==> config.mk <==
export PLATFORM = sky130hd
export DESIGN_NAME = rgb_to_hsv_pixel
export DESIGN_NICKNAME = d
export VERILOG_FILES = /design/src/design/rthsv_pkg.sv /design/src/design/rthsv_front.sv /design/src/design/rthsv_cell.sv /design/src/design/rgb_to_hsv_pixel.sv
export VERILOG_INCLUDE_DIRS = /design/src /design/src/design
export SDC_FILE = /design/constraint.sdc
export NUM_CORES = 2
export LEC_CHECK = 0
export BUFFER_PORTS_ARGS = -buffer_cell sky130_fd_sc_hd__clkbuf_2
export CAP_MARGIN = 20
export CORE_MARGIN = 2
export CORE_UTILIZATION = 25
export DETAILED_ROUTE_END_ITERATION = 8
export PLACE_DENSITY = 0.49
export SETUP_SLACK_MARGIN = 0.05
export SYNTH_ARGS = -nofsm -noshare
export SYNTH_HDL_FRONTEND = slang
export SYNTH_SLANG_ARGS = --single-unit
==> constraint.sdc <==
create_clock -name clk_i -period 8.6 [get_ports clk_i]
set_input_delay 1.29 -clock clk_i [delete_from_list [all_inputs] [get_ports clk_i]]
set_output_delay 1.29 -clock clk_i [all_outputs]
set_load 0.01 [all_outputs]
==> src/design/assert_macros.svh <==
// assertion helpers for the rgb to hsv design, included by the top level
`ifndef ASSERT_MACROS_SVH
`define ASSERT_MACROS_SVH

// property checked at every rising clock edge outside reset
`define RTHSV_ASSERT(lbl, prop) \
  lbl: assert property (@(posedge clk_i) disable iff (!rst_ni) (prop)) \
    else $error("rthsv assertion failed");

// implication checked at every rising clock edge outside reset
`define RTHSV_ASSERT_IMPL(lbl, ante, cons) \
  lbl: assert property (@(posedge clk_i) disable iff (!rst_ni) (ante) |-> (cons)) \
    else $error("rthsv implication failed");

`endif

==> src/design/rthsv_pkg.sv <==
// ----------------------------------------------------------------------------
// rthsv_pkg
// shared widths and the work record that travels down the divider chain
// ----------------------------------------------------------------------------
package rthsv_pkg;

  localparam int unsigned ChanW = 8;
  localparam int unsigned QuoW  = 16;
  // hue divisor is six times chroma, below 1536
  localparam int unsigned DenHW = 11;
  localparam int unsigned DenSW = ChanW;
  localparam int unsigned InDataW  = 3 * ChanW;
  localparam int unsigned OutDataW = 2 * QuoW + ChanW;

  typedef struct packed {
    logic [DenHW-1:0] rem_h;
    logic [DenHW-1:0] den_h;
    logic [DenSW-1:0] rem_s;
    logic [DenSW-1:0] den_s;
    logic [QuoW-1:0]  quo_h;
    logic [QuoW-1:0]  quo_s;
    logic             sat_full;
    logic [ChanW-1:0] val;
  } rthsv_work_t;

endpackage

==> src/design/rthsv_front.sv <==
// ----------------------------------------------------------------------------
// rthsv_front
// first stage: max, min, chroma, hue numerator and both divisors
// ----------------------------------------------------------------------------
module rthsv_front import rthsv_pkg::*; (
  input  logic             clk_i,
  input  logic             rst_ni,
  input  logic             valid_i,
  output logic             ready_o,
  input  logic [ChanW-1:0] red_i,
  input  logic [ChanW-1:0] green_i,
  input  logic [ChanW-1:0] blue_i,
  output logic             valid_o,
  input  logic             ready_i,
  output rthsv_work_t      work_o
);

  logic             valid_q;
  rthsv_work_t      work_q, work_d;
  logic             red_max, green_max;
  logic [ChanW-1:0] max_v, min_v, chroma;
  logic [DenHW-1:0] c_ext, six_c, base, add_a, sub_b, num;

  always_comb begin
    red_max   = (red_i >= green_i) && (red_i >= blue_i);
    green_max = !red_max && (green_i >= blue_i);
    if (red_max) begin
      max_v = red_i;
    end else if (green_max) begin
      max_v = green_i;
    end else begin
      max_v = blue_i;
    end
    min_v = red_i;
    if (green_i < min_v) min_v = green_i;
    if (blue_i < min_v) min_v = blue_i;
    chroma = max_v - min_v;

    c_ext = DenHW'(chroma);
    six_c = DenHW'({c_ext, 2'b00}) + DenHW'({c_ext, 1'b0});
    // numerator stays in [0, 6c), so wrapping 11-bit arithmetic is exact
    if (red_max) begin
      base  = (green_i < blue_i) ? six_c : '0;
      add_a = DenHW'(green_i);
      sub_b = DenHW'(blue_i);
    end else if (green_max) begin
      base  = DenHW'({c_ext, 1'b0});
      add_a = DenHW'(blue_i);
      sub_b = DenHW'(red_i);
    end else begin
      base  = DenHW'({c_ext, 2'b00});
      add_a = DenHW'(red_i);
      sub_b = DenHW'(green_i);
    end
    num = base + add_a - sub_b;

    work_d          = '0;
    work_d.val      = max_v;
    work_d.sat_full = (max_v != '0) && (min_v == '0);
    // a zero remainder over an all-ones divisor yields a zero quotient
    if (chroma == '0) begin
      work_d.rem_h = '0;
      work_d.den_h = '1;
    end else begin
      work_d.rem_h = num;
      work_d.den_h = six_c;
    end
    if (max_v == '0 || min_v == '0) begin
      work_d.rem_s = '0;
      work_d.den_s = '1;
    end else begin
      work_d.rem_s = chroma;
      work_d.den_s = max_v;
    end
  end

  assign ready_o = !valid_q || ready_i;
  assign valid_o = valid_q;
  assign work_o  = work_q;

  always_ff @(posedge clk_i or negedge rst_ni) begin
    if (!rst_ni) begin
      valid_q <= 1'b0;
    end else if (ready_o) begin
      valid_q <= valid_i;
    end
  end

  always_ff @(posedge clk_i) begin
    if (ready_o && valid_i) begin
      work_q <= work_d;
    end
  end

endmodule

==> src/design/rthsv_cell.sv <==
// ----------------------------------------------------------------------------
// rthsv_cell
// one restoring-division step for hue and saturation, one quotient bit each
// ----------------------------------------------------------------------------
module rthsv_cell import rthsv_pkg::*; (
  input  logic        clk_i,
  input  logic        rst_ni,
  input  logic        valid_i,
  output logic        ready_o,
  input  rthsv_work_t work_i,
  output logic        valid_o,
  input  logic        ready_i,
  output rthsv_work_t work_o
);

  logic             valid_q;
  rthsv_work_t      work_q, work_d;
  logic [DenHW:0]   trial_h;
  logic [DenSW:0]   trial_s;
  logic             bit_h, bit_s;

  always_comb begin
    trial_h = {work_i.rem_h, 1'b0};
    trial_s = {work_i.rem_s, 1'b0};
    bit_h   = trial_h >= {1'b0, work_i.den_h};
    bit_s   = trial_s >= {1'b0, work_i.den_s};
    work_d  = work_i;
    work_d.rem_h = bit_h ? DenHW'(trial_h - {1'b0, work_i.den_h}) : trial_h[DenHW-1:0];
    work_d.rem_s = bit_s ? DenSW'(trial_s - {1'b0, work_i.den_s}) : trial_s[DenSW-1:0];
    work_d.quo_h = {work_i.quo_h[QuoW-2:0], bit_h};
    work_d.quo_s = {work_i.quo_s[QuoW-2:0], bit_s};
  end

  assign ready_o = !valid_q || ready_i;
  assign valid_o = valid_q;
  assign work_o  = work_q;

  always_ff @(posedge clk_i or negedge rst_ni) begin
    if (!rst_ni) begin
      valid_q <= 1'b0;
    end else if (ready_o) begin
      valid_q <= valid_i;
    end
  end

  always_ff @(posedge clk_i) begin
    if (ready_o && valid_i) begin
      work_q <= work_d;
    end
  end

endmodule

==> src/design/rgb_to_hsv_pixel.sv <==
// ----------------------------------------------------------------------------
// rgb_to_hsv_pixel
// converts 8-bit rgb pixels to 16-bit hue, 16-bit saturation, 8-bit value
// ----------------------------------------------------------------------------
// usage:
//   s_axis carries one pixel per beat: red, green, blue in tdata.
//   m_axis returns one beat per pixel, in order: hue, saturation, brightness.
//   from input beat to output beat a pixel passes one setup stage
//   (max, min, chroma, hue numerator) and a chain of 16 divider cells,
//   each producing one quotient bit of both divisions.
//   throughput is one pixel per cycle while m_axis_tready is high; every
//   stage has its own valid bit, so a stage that holds no beat takes a
//   new one even while the result at the end of the chain waits.
//   when m_axis_tready is low the finished beat holds in the last cell and
//   beats pile up behind it; s_axis_tready falls once all 17 stages are full.
//   reset clears all stage valid bits; no output beat is pending after it.
// ----------------------------------------------------------------------------
`include "assert_macros.svh"

module rgb_to_hsv_pixel import rthsv_pkg::*; (
  input  logic                clk_i,
  input  logic                rst_ni,
  input  logic                s_axis_tvalid,
  output logic                s_axis_tready,
  // red [7:0], green [15:8], blue [23:16]
  input  logic [InDataW-1:0]  s_axis_tdata,
  output logic                m_axis_tvalid,
  input  logic                m_axis_tready,
  // hue [15:0], saturation [31:16], brightness [39:32]
  output logic [OutDataW-1:0] m_axis_tdata
);

  logic        valid_c [QuoW+1];
  logic        ready_c [QuoW+1];
  rthsv_work_t work_c  [QuoW+1];
  rthsv_work_t last_w;
  logic [QuoW-1:0] sat;

  rthsv_front u_front (
    .clk_i   (clk_i),
    .rst_ni  (rst_ni),
    .valid_i (s_axis_tvalid),
    .ready_o (s_axis_tready),
    .red_i   (s_axis_tdata[ChanW-1:0]),
    .green_i (s_axis_tdata[2*ChanW-1:ChanW]),
    .blue_i  (s_axis_tdata[3*ChanW-1:2*ChanW]),
    .valid_o (valid_c[0]),
    .ready_i (ready_c[0]),
    .work_o  (work_c[0])
  );

  for (genvar i = 0; i < QuoW; i++) begin : g_cell
    rthsv_cell u_cell (
      .clk_i   (clk_i),
      .rst_ni  (rst_ni),
      .valid_i (valid_c[i]),
      .ready_o (ready_c[i]),
      .work_i  (work_c[i]),
      .valid_o (valid_c[i+1]),
      .ready_i (ready_c[i+1]),
      .work_o  (work_c[i+1])
    );
  end

  assign ready_c[QuoW] = m_axis_tready;
  assign last_w        = work_c[QuoW];
  // quotient would be 65536 when the smallest channel is zero
  assign sat           = last_w.sat_full ? '1 : last_w.quo_s;
  assign m_axis_tvalid = valid_c[QuoW];
  assign m_axis_tdata  = {last_w.val, sat, last_w.quo_h};

  `RTHSV_ASSERT_IMPL(a_black_zero,
    m_axis_tvalid && (m_axis_tdata[39:32] == 8'd0),
    (m_axis_tdata[31:16] == 16'd0) && (m_axis_tdata[15:0] == 16'd0))
  `RTHSV_ASSERT_IMPL(a_gray_hue,
    m_axis_tvalid && (m_axis_tdata[31:16] == 16'd0),
    m_axis_tdata[15:0] == 16'd0)
  `RTHSV_ASSERT(a_chain_ready,
    (m_axis_tready || !m_axis_tvalid) -> s_axis_tready)

endmodule

# [Yosys cells after proc, flatten, opt, wreduce, memory -nomap -nowiden]
# Cells that the tools add are included.
[word_totals] regBits=1050 in_bits=28 elab_cells=351 out_inout_bits=42
[op_classes] reduce_logical=60 n_addsub=34 n_mux=42 magnitude_cmp=38
[op_table] cell="$mux 11" n=19
[op_table] cell="$ge 12x11->1" n=16
[op_table] cell="$sub 11x11->11" n=16
[op_table] cell="$mux 8" n=21
[op_table] cell="$ge 9x8->1" n=16
[op_table] cell="$sub 8x8->8" n=16
[op_table] cell="$ge 8x8->1" n=3
[op_table] cell="$logic_not 8->1" n=3
[op_table] cell="$lt 8x8->1" n=3
[op_table] cell="$logic_and 1x1->1" n=20
[op_table] cell="$logic_not 1->1" n=18
[op_table] cell="$logic_or 1x1->1" n=18
[op_table] cell="$mux 16" n=1
[op_table] cell="$add 10x9->11" n=1
[op_table] cell="$add 11x11->11" n=1
[op_table] cell="$mux 10" n=1
[op_table] cell="$reduce_bool 8->1" n=1

# [Depth between registers and ports, before layout]
[logic_depth] ltp_word=19 depth_mapped=41 depth_no_buf=40

# [Modules after synthesis]
# Synthesis repeated with hierarchy kept, for this count alone.
[hier_totals] cells_unflattened=4626 hier_area_um2=63328.2
[by_module_without_submodules] mod="rthsv_cell" instances=16 seq_area_each_um2=2397.3 cells_each=248 area_per_inst_um2=3608.5
[by_module_without_submodules] mod="rthsv_front" instances=1 seq_area_each_um2=1436.4 cells_each=641 area_per_inst_um2=5481.5
[by_module_without_submodules] mod="rgb_to_hsv_pixel" instances=1 seq_area_each_um2=0.0 cells_each=17 area_per_inst_um2=111.4

# [Least setup slack after synthesis]
# OpenSTA, ideal clock, no wires.
[synth_path] kind="input-to-reg" startpoint="input port s_axis_tdata[1]" endpoint="register u_front.work_q (netlist bit u_front.work_o[78]), data pin" slack_ns=0.069 path_buffers=2 setup_time_ns=0.131 required_time_ns=8.469 t_arrival_ns=8.400 stages=38 cell_sequence="inv_1 ha_1 nor2b_1 o211ai_1 a21oi_1 nor2_1 clkbuf_1 a21oi_1 ha_1 a21oi_1 o21ai_0 a21oi_1 a2111o_1 nand2_1 clkbuf_1 o21ai_0 ha_1 or2_2 (+2 left out) nand2_1 inv_1 ha_1 nor2b_1 o21ai_0 nand2_1 mux2i_1 xnor2_1 o22ai_1 a21oi_1 fa_1 inv_1 ha_1 a21oi_1 o21bai_1 a21oi_1 or4_1 nand2_1"
[synth_via] elab_chain_len=12 elab_cells_between_ends=23 classes_between="add/sub (4); order compare (4); mux (11); reduce/logical (4)"
[synth_lines] item="start: declaration" line_no="rgb_to_hsv_pixel.sv:26" source="input logic [InDataW-1:0] s_axis_tdata,"
[synth_lines] item="parallel branches: the longest is 6 deep, another holds $lt 8x8->1"
[synth_lines] item="$sub 8x8->8 *" line_no="rthsv_front.sv:37" source="chroma = max_v - min_v;"
[synth_lines] item="named net u_front.chroma[4]" line_no="rthsv_front.sv:21" source="logic [ChanW-1:0] max_v, min_v, chroma;"
[synth_lines] item="$add 10x9->11" line_no="rthsv_front.sv:40" source="six_c = DenHW'({c_ext, 2'b00}) + DenHW'({c_ext, 1'b0});"
[synth_lines] item="$mux 11" line_no="rthsv_front.sv:43" source="base = (green_i < blue_i) ? six_c : '0;"
[synth_lines] item="$mux 11" line_no="rthsv_front.sv:42" source="if (red_max) begin"
[synth_lines] item="$add 11x11->11" line_no="rthsv_front.sv:55" source="num = base + add_a - sub_b;"
[synth_lines] item="$sub 11x11->11" line_no="rthsv_front.sv:55"
[synth_lines] item="end signal: assignment" line_no="rthsv_front.sv:91" source="work_q <= work_d;"
[synth_lines] item="end: declaration" line_no="rthsv_front.sv:19" source="rthsv_work_t work_q, work_d;"
# Mark *: on every way through the listed nets, which the timed path passes.
# A chain may end at the register's enable or synchronous reset.

# [Worst setup path in the final report]
[layout_path] startpoint="input port s_axis_tdata[4]" endpoint="register u_front.work_q (netlist bit u_front.work_o[78]), data pin"
# The elaborated chain is that of the path after synthesis.

==> out/results.tsv <==
metric	value	unit
setup.worst_path.end_class	flop	
min_from	g_cell[7].u_cell.work_o[14]	
grt_use_total	0.0870	
cap_violations	0	
rr_worst_depth	17	
syn_area	49700	um^2
hold_depth	0	
finish.net_count	4517	
portBuffers	69	
grt_pass1_wl	145000	um
synthesis.instances	3891	
crit_fanout	10	
clk_root_buffer_cell	clkbuf_16	
drt-wirelength-per-cell	12.8	um
cts_tree	done	
cpMostUsedCell	a21oi_1	
dieWidth	450	um
clock_sink_count	1050	
rr_endpoint	g_cell[9].u_cell.work_o[70]	
cts_inserted_buffers	115	
detail_route.iter0.violations	1241	
finalHoldViolations	0	
max_clock_freq	127	MHz
post_drt_via_cell_ratio	4.12	
reg2reg_slack	4760	ps
main_area_contributors_after_synthesis	edfxtp_1, ha_1, inv_1	
design_area	57700	um^2
io_pins	70	
setup-tns-final	0	ps
critical-path-slowest-cell	fa_1	
unrepaired_setup_endpoints_after_global_routing	no	
netlist-cell-type-count	72	
dp_hpwl	64500	um
rows	163	
synth_flop_cell	edfxtp_1	
post-synth-top-area-fraction	0.624	
synth-async-reset-ratio	0.0162	
clk_transition_reported_paths	60	ps
grt_start_max_net_pins	68	
worst_clock_skew	32.8	ps
p_leak	23.0	nW
final_min_period_over_clock_period	0.917	
synth_fp_nets	4317	
cts.hold.buffers_added	0	
power-per-cell-area	371	nW/um^2
result_of_the_run	finished, final reports clean	
critical_path.reg2reg.startpoint	g_cell[8].u_cell.work_o[59]	
finalCriticalPeriod	7890	ps
gr-total-overflow	0	
worst_skew_pair.late_latency	700	ps
diodes	0	
instances_no_fill	6827	
gp_routability_congestion	0.818	
setup_viol_count_final	0	
ctsHtreeMaxLevel	3	
irDropWorstVdd	0.194	mV
dpl-instance-area	53800	um^2
syn-mean-instance-area	12.8	um^2
die_h	450	um
actual_transition_at_the_worst_max_transition_pin	984	ps
required_time_of_the_critical_path	9170	ps
synth_edf_count	1033	
slew_headroom	0.344	
crit_type	in -> reg	
detail_route.wirelength	87400	um
hold_class	reg -> reg	
area_delta_synth_final	16.1	%
whs_endpoint	g_cell[8].u_cell.work_o[15]	
synth_seq_cells	1050	
post_route_cells_drive_above_1_share	0.0982	
cts_resized	0	
synth.yosys.warnings	0	
synth.largest_area_cell	edfxtp_1	
floorplan.initialDensity	0.252	
cts_setup_buffers	0	
timing_max_transition_violations_final	0	
cts.path.max_buffers	3	
core_area	197000	um^2
final.fill_count	20100	
sequential_area_share_after_synthesis	0.632	
critPathMaxStageDelay	520	ps
critPathArrivalTime	8450	ps
first_global_vias	29700	
place_inst	6613	
via_count	28100	
drt_drc_violations_left	0	
detailedRoute.firstPassIterationCount	5	
start_kind	input pin	
antenna_violation_net_count_after_detailed_routing	0	
die_area	202000	um^2
initial_antenna_violation_count	0	
[per-stage QoR]
step                power [mW]  hold slack (ps)   util  setup WS [ps]
floorplan                 14.5              400      -           68.5
global placement          16.5              400  0.273          -76.5
detailed placement        16.7              405  0.273           -250
CTS                       21.7              398  0.292            524
global route              23.2              404  0.292            161
finish                    21.4              393  0.292            715
[kinds of logic (layout without fill, tap and decap cells)]
family	count (synthesis)	after routing	synth area share
adders and majority gates	400	400	0.106
muxes	7	7	0.00166
xor gates and xnor gates	106	106	0.0190
buffers and inverters	550	846	0.0433
DFF	1050	1050	0.632
AOI/OAI and AO/OA	768	768	0.0968
and+or+nand+nor	1010	1010	0.100
[power by group]
part	internal [mW]	switching, mW
Sequential	7.94	0.641
Clock	2.99	1.95
Combinational	3.42	4.45
[per-layer routing]
layer  up-vias  part of all wire  track usage
met5         -                 0            0
met4         0             0.032       0.0306
li1      14400                 -            -
met2       356              0.52        0.166
met1     13300              0.41       0.0949
met3       168             0.033       0.0168
[how the worst max path moves through the flow]
stage                         start                 end  slack (ps)  depth (start not counted)
floorplan           s_axis_tdata[1]  u_front.work_o[78]          70                         38
global placement    s_axis_tdata[7]  u_front.work_o[78]         -80                         41
detailed placement  s_axis_tdata[4]  u_front.work_o[78]        -250                         41
CTS                 s_axis_tdata[4]  u_front.work_o[78]         520                         41
global route        s_axis_tdata[1]  u_front.work_o[78]         160                         40
finish              s_axis_tdata[4]  u_front.work_o[78]         710                         41
[cell usage in the layout (no fill, tap or decap), drive strengths merged, types with 101 or more instances in the layout]
cell type  netlist  final
o21ai          337    337
and2           102    102
nand2b         110    110
a21oi          101    101
clkbuf          61    213
nor2           244    244
edfxtp        1033   1033
inv            464    466
nand2          312    312
ha             359    359
o31ai          121    121
[sequential cells by signal, indices dropped and copies added (netlist names)]
signal / count
g_cell.u_cell.work_o: 986
u_front.work_o: 47
g_cell.u_cell.valid_o: 16
u_front.valid_o: 1
[final cells by class]
cell class | instances | area, um^2 | share of cell area
inverter | 464 | 1740 | 0.0302
tap | 2640 | 3300 | 0.0572
timing repair buffer | 169 | 1110 | 0.0192
clock buffer | 144 | 3100 | 0.0537
sequential | 1050 | 31400 | 0.545
multi-input combinational | 2291 | 16300 | 0.282
clock inverter | 69 | 757 | 0.0131
[critical path: cells and delay by family]
| kind | cells | cell delay (ps) |
|---|---|---|
| AOI/OAI and AO/OA | 14 | 2360 |
| buffers and inverters | 5 | 440 |
| and+or+nand+nor | 12 | 1730 |
| adders and majority gates | 7 | 2080 |
| muxes | 1 | 160 |
| xor gates and xnor gates | 2 | 370 |
[synthesized netlist by cell type (all sizes together) (2+ instances only)]
| master | number |
|---|---|
| inv | 464 |
| a21oi | 101 |
| o21ai | 337 |
| buf | 25 |
| or4 | 33 |
| and2 | 102 |
| a21o | 99 |
| mux2i | 7 |
| a31oi | 9 |
| o21a | 9 |
| edfxtp | 1033 |
| a2111oi | 2 |
| a31o | 2 |
| o22ai | 7 |
| a211oi | 10 |
| and3 | 3 |
| nor3 | 6 |
| xnor2 | 40 |
| nor2b | 82 |
| nor4 | 3 |
| a21boi | 16 |
| fa | 39 |
| maj3 | 2 |
| nor2 | 244 |
| clkbuf | 61 |
| xor2 | 66 |
| nand4 | 55 |
| or3 | 5 |
| o31ai | 121 |
| nand2 | 312 |
| o211a | 33 |
| dfrtp | 17 |
| o21bai | 3 |
| nand2b | 110 |
| nand3b | 2 |
| ha | 359 |
| a211o | 4 |
| nand3 | 21 |
| o211ai | 8 |
| or2 | 29 |
No activity file was read; power rests on OpenSTA's default activity.
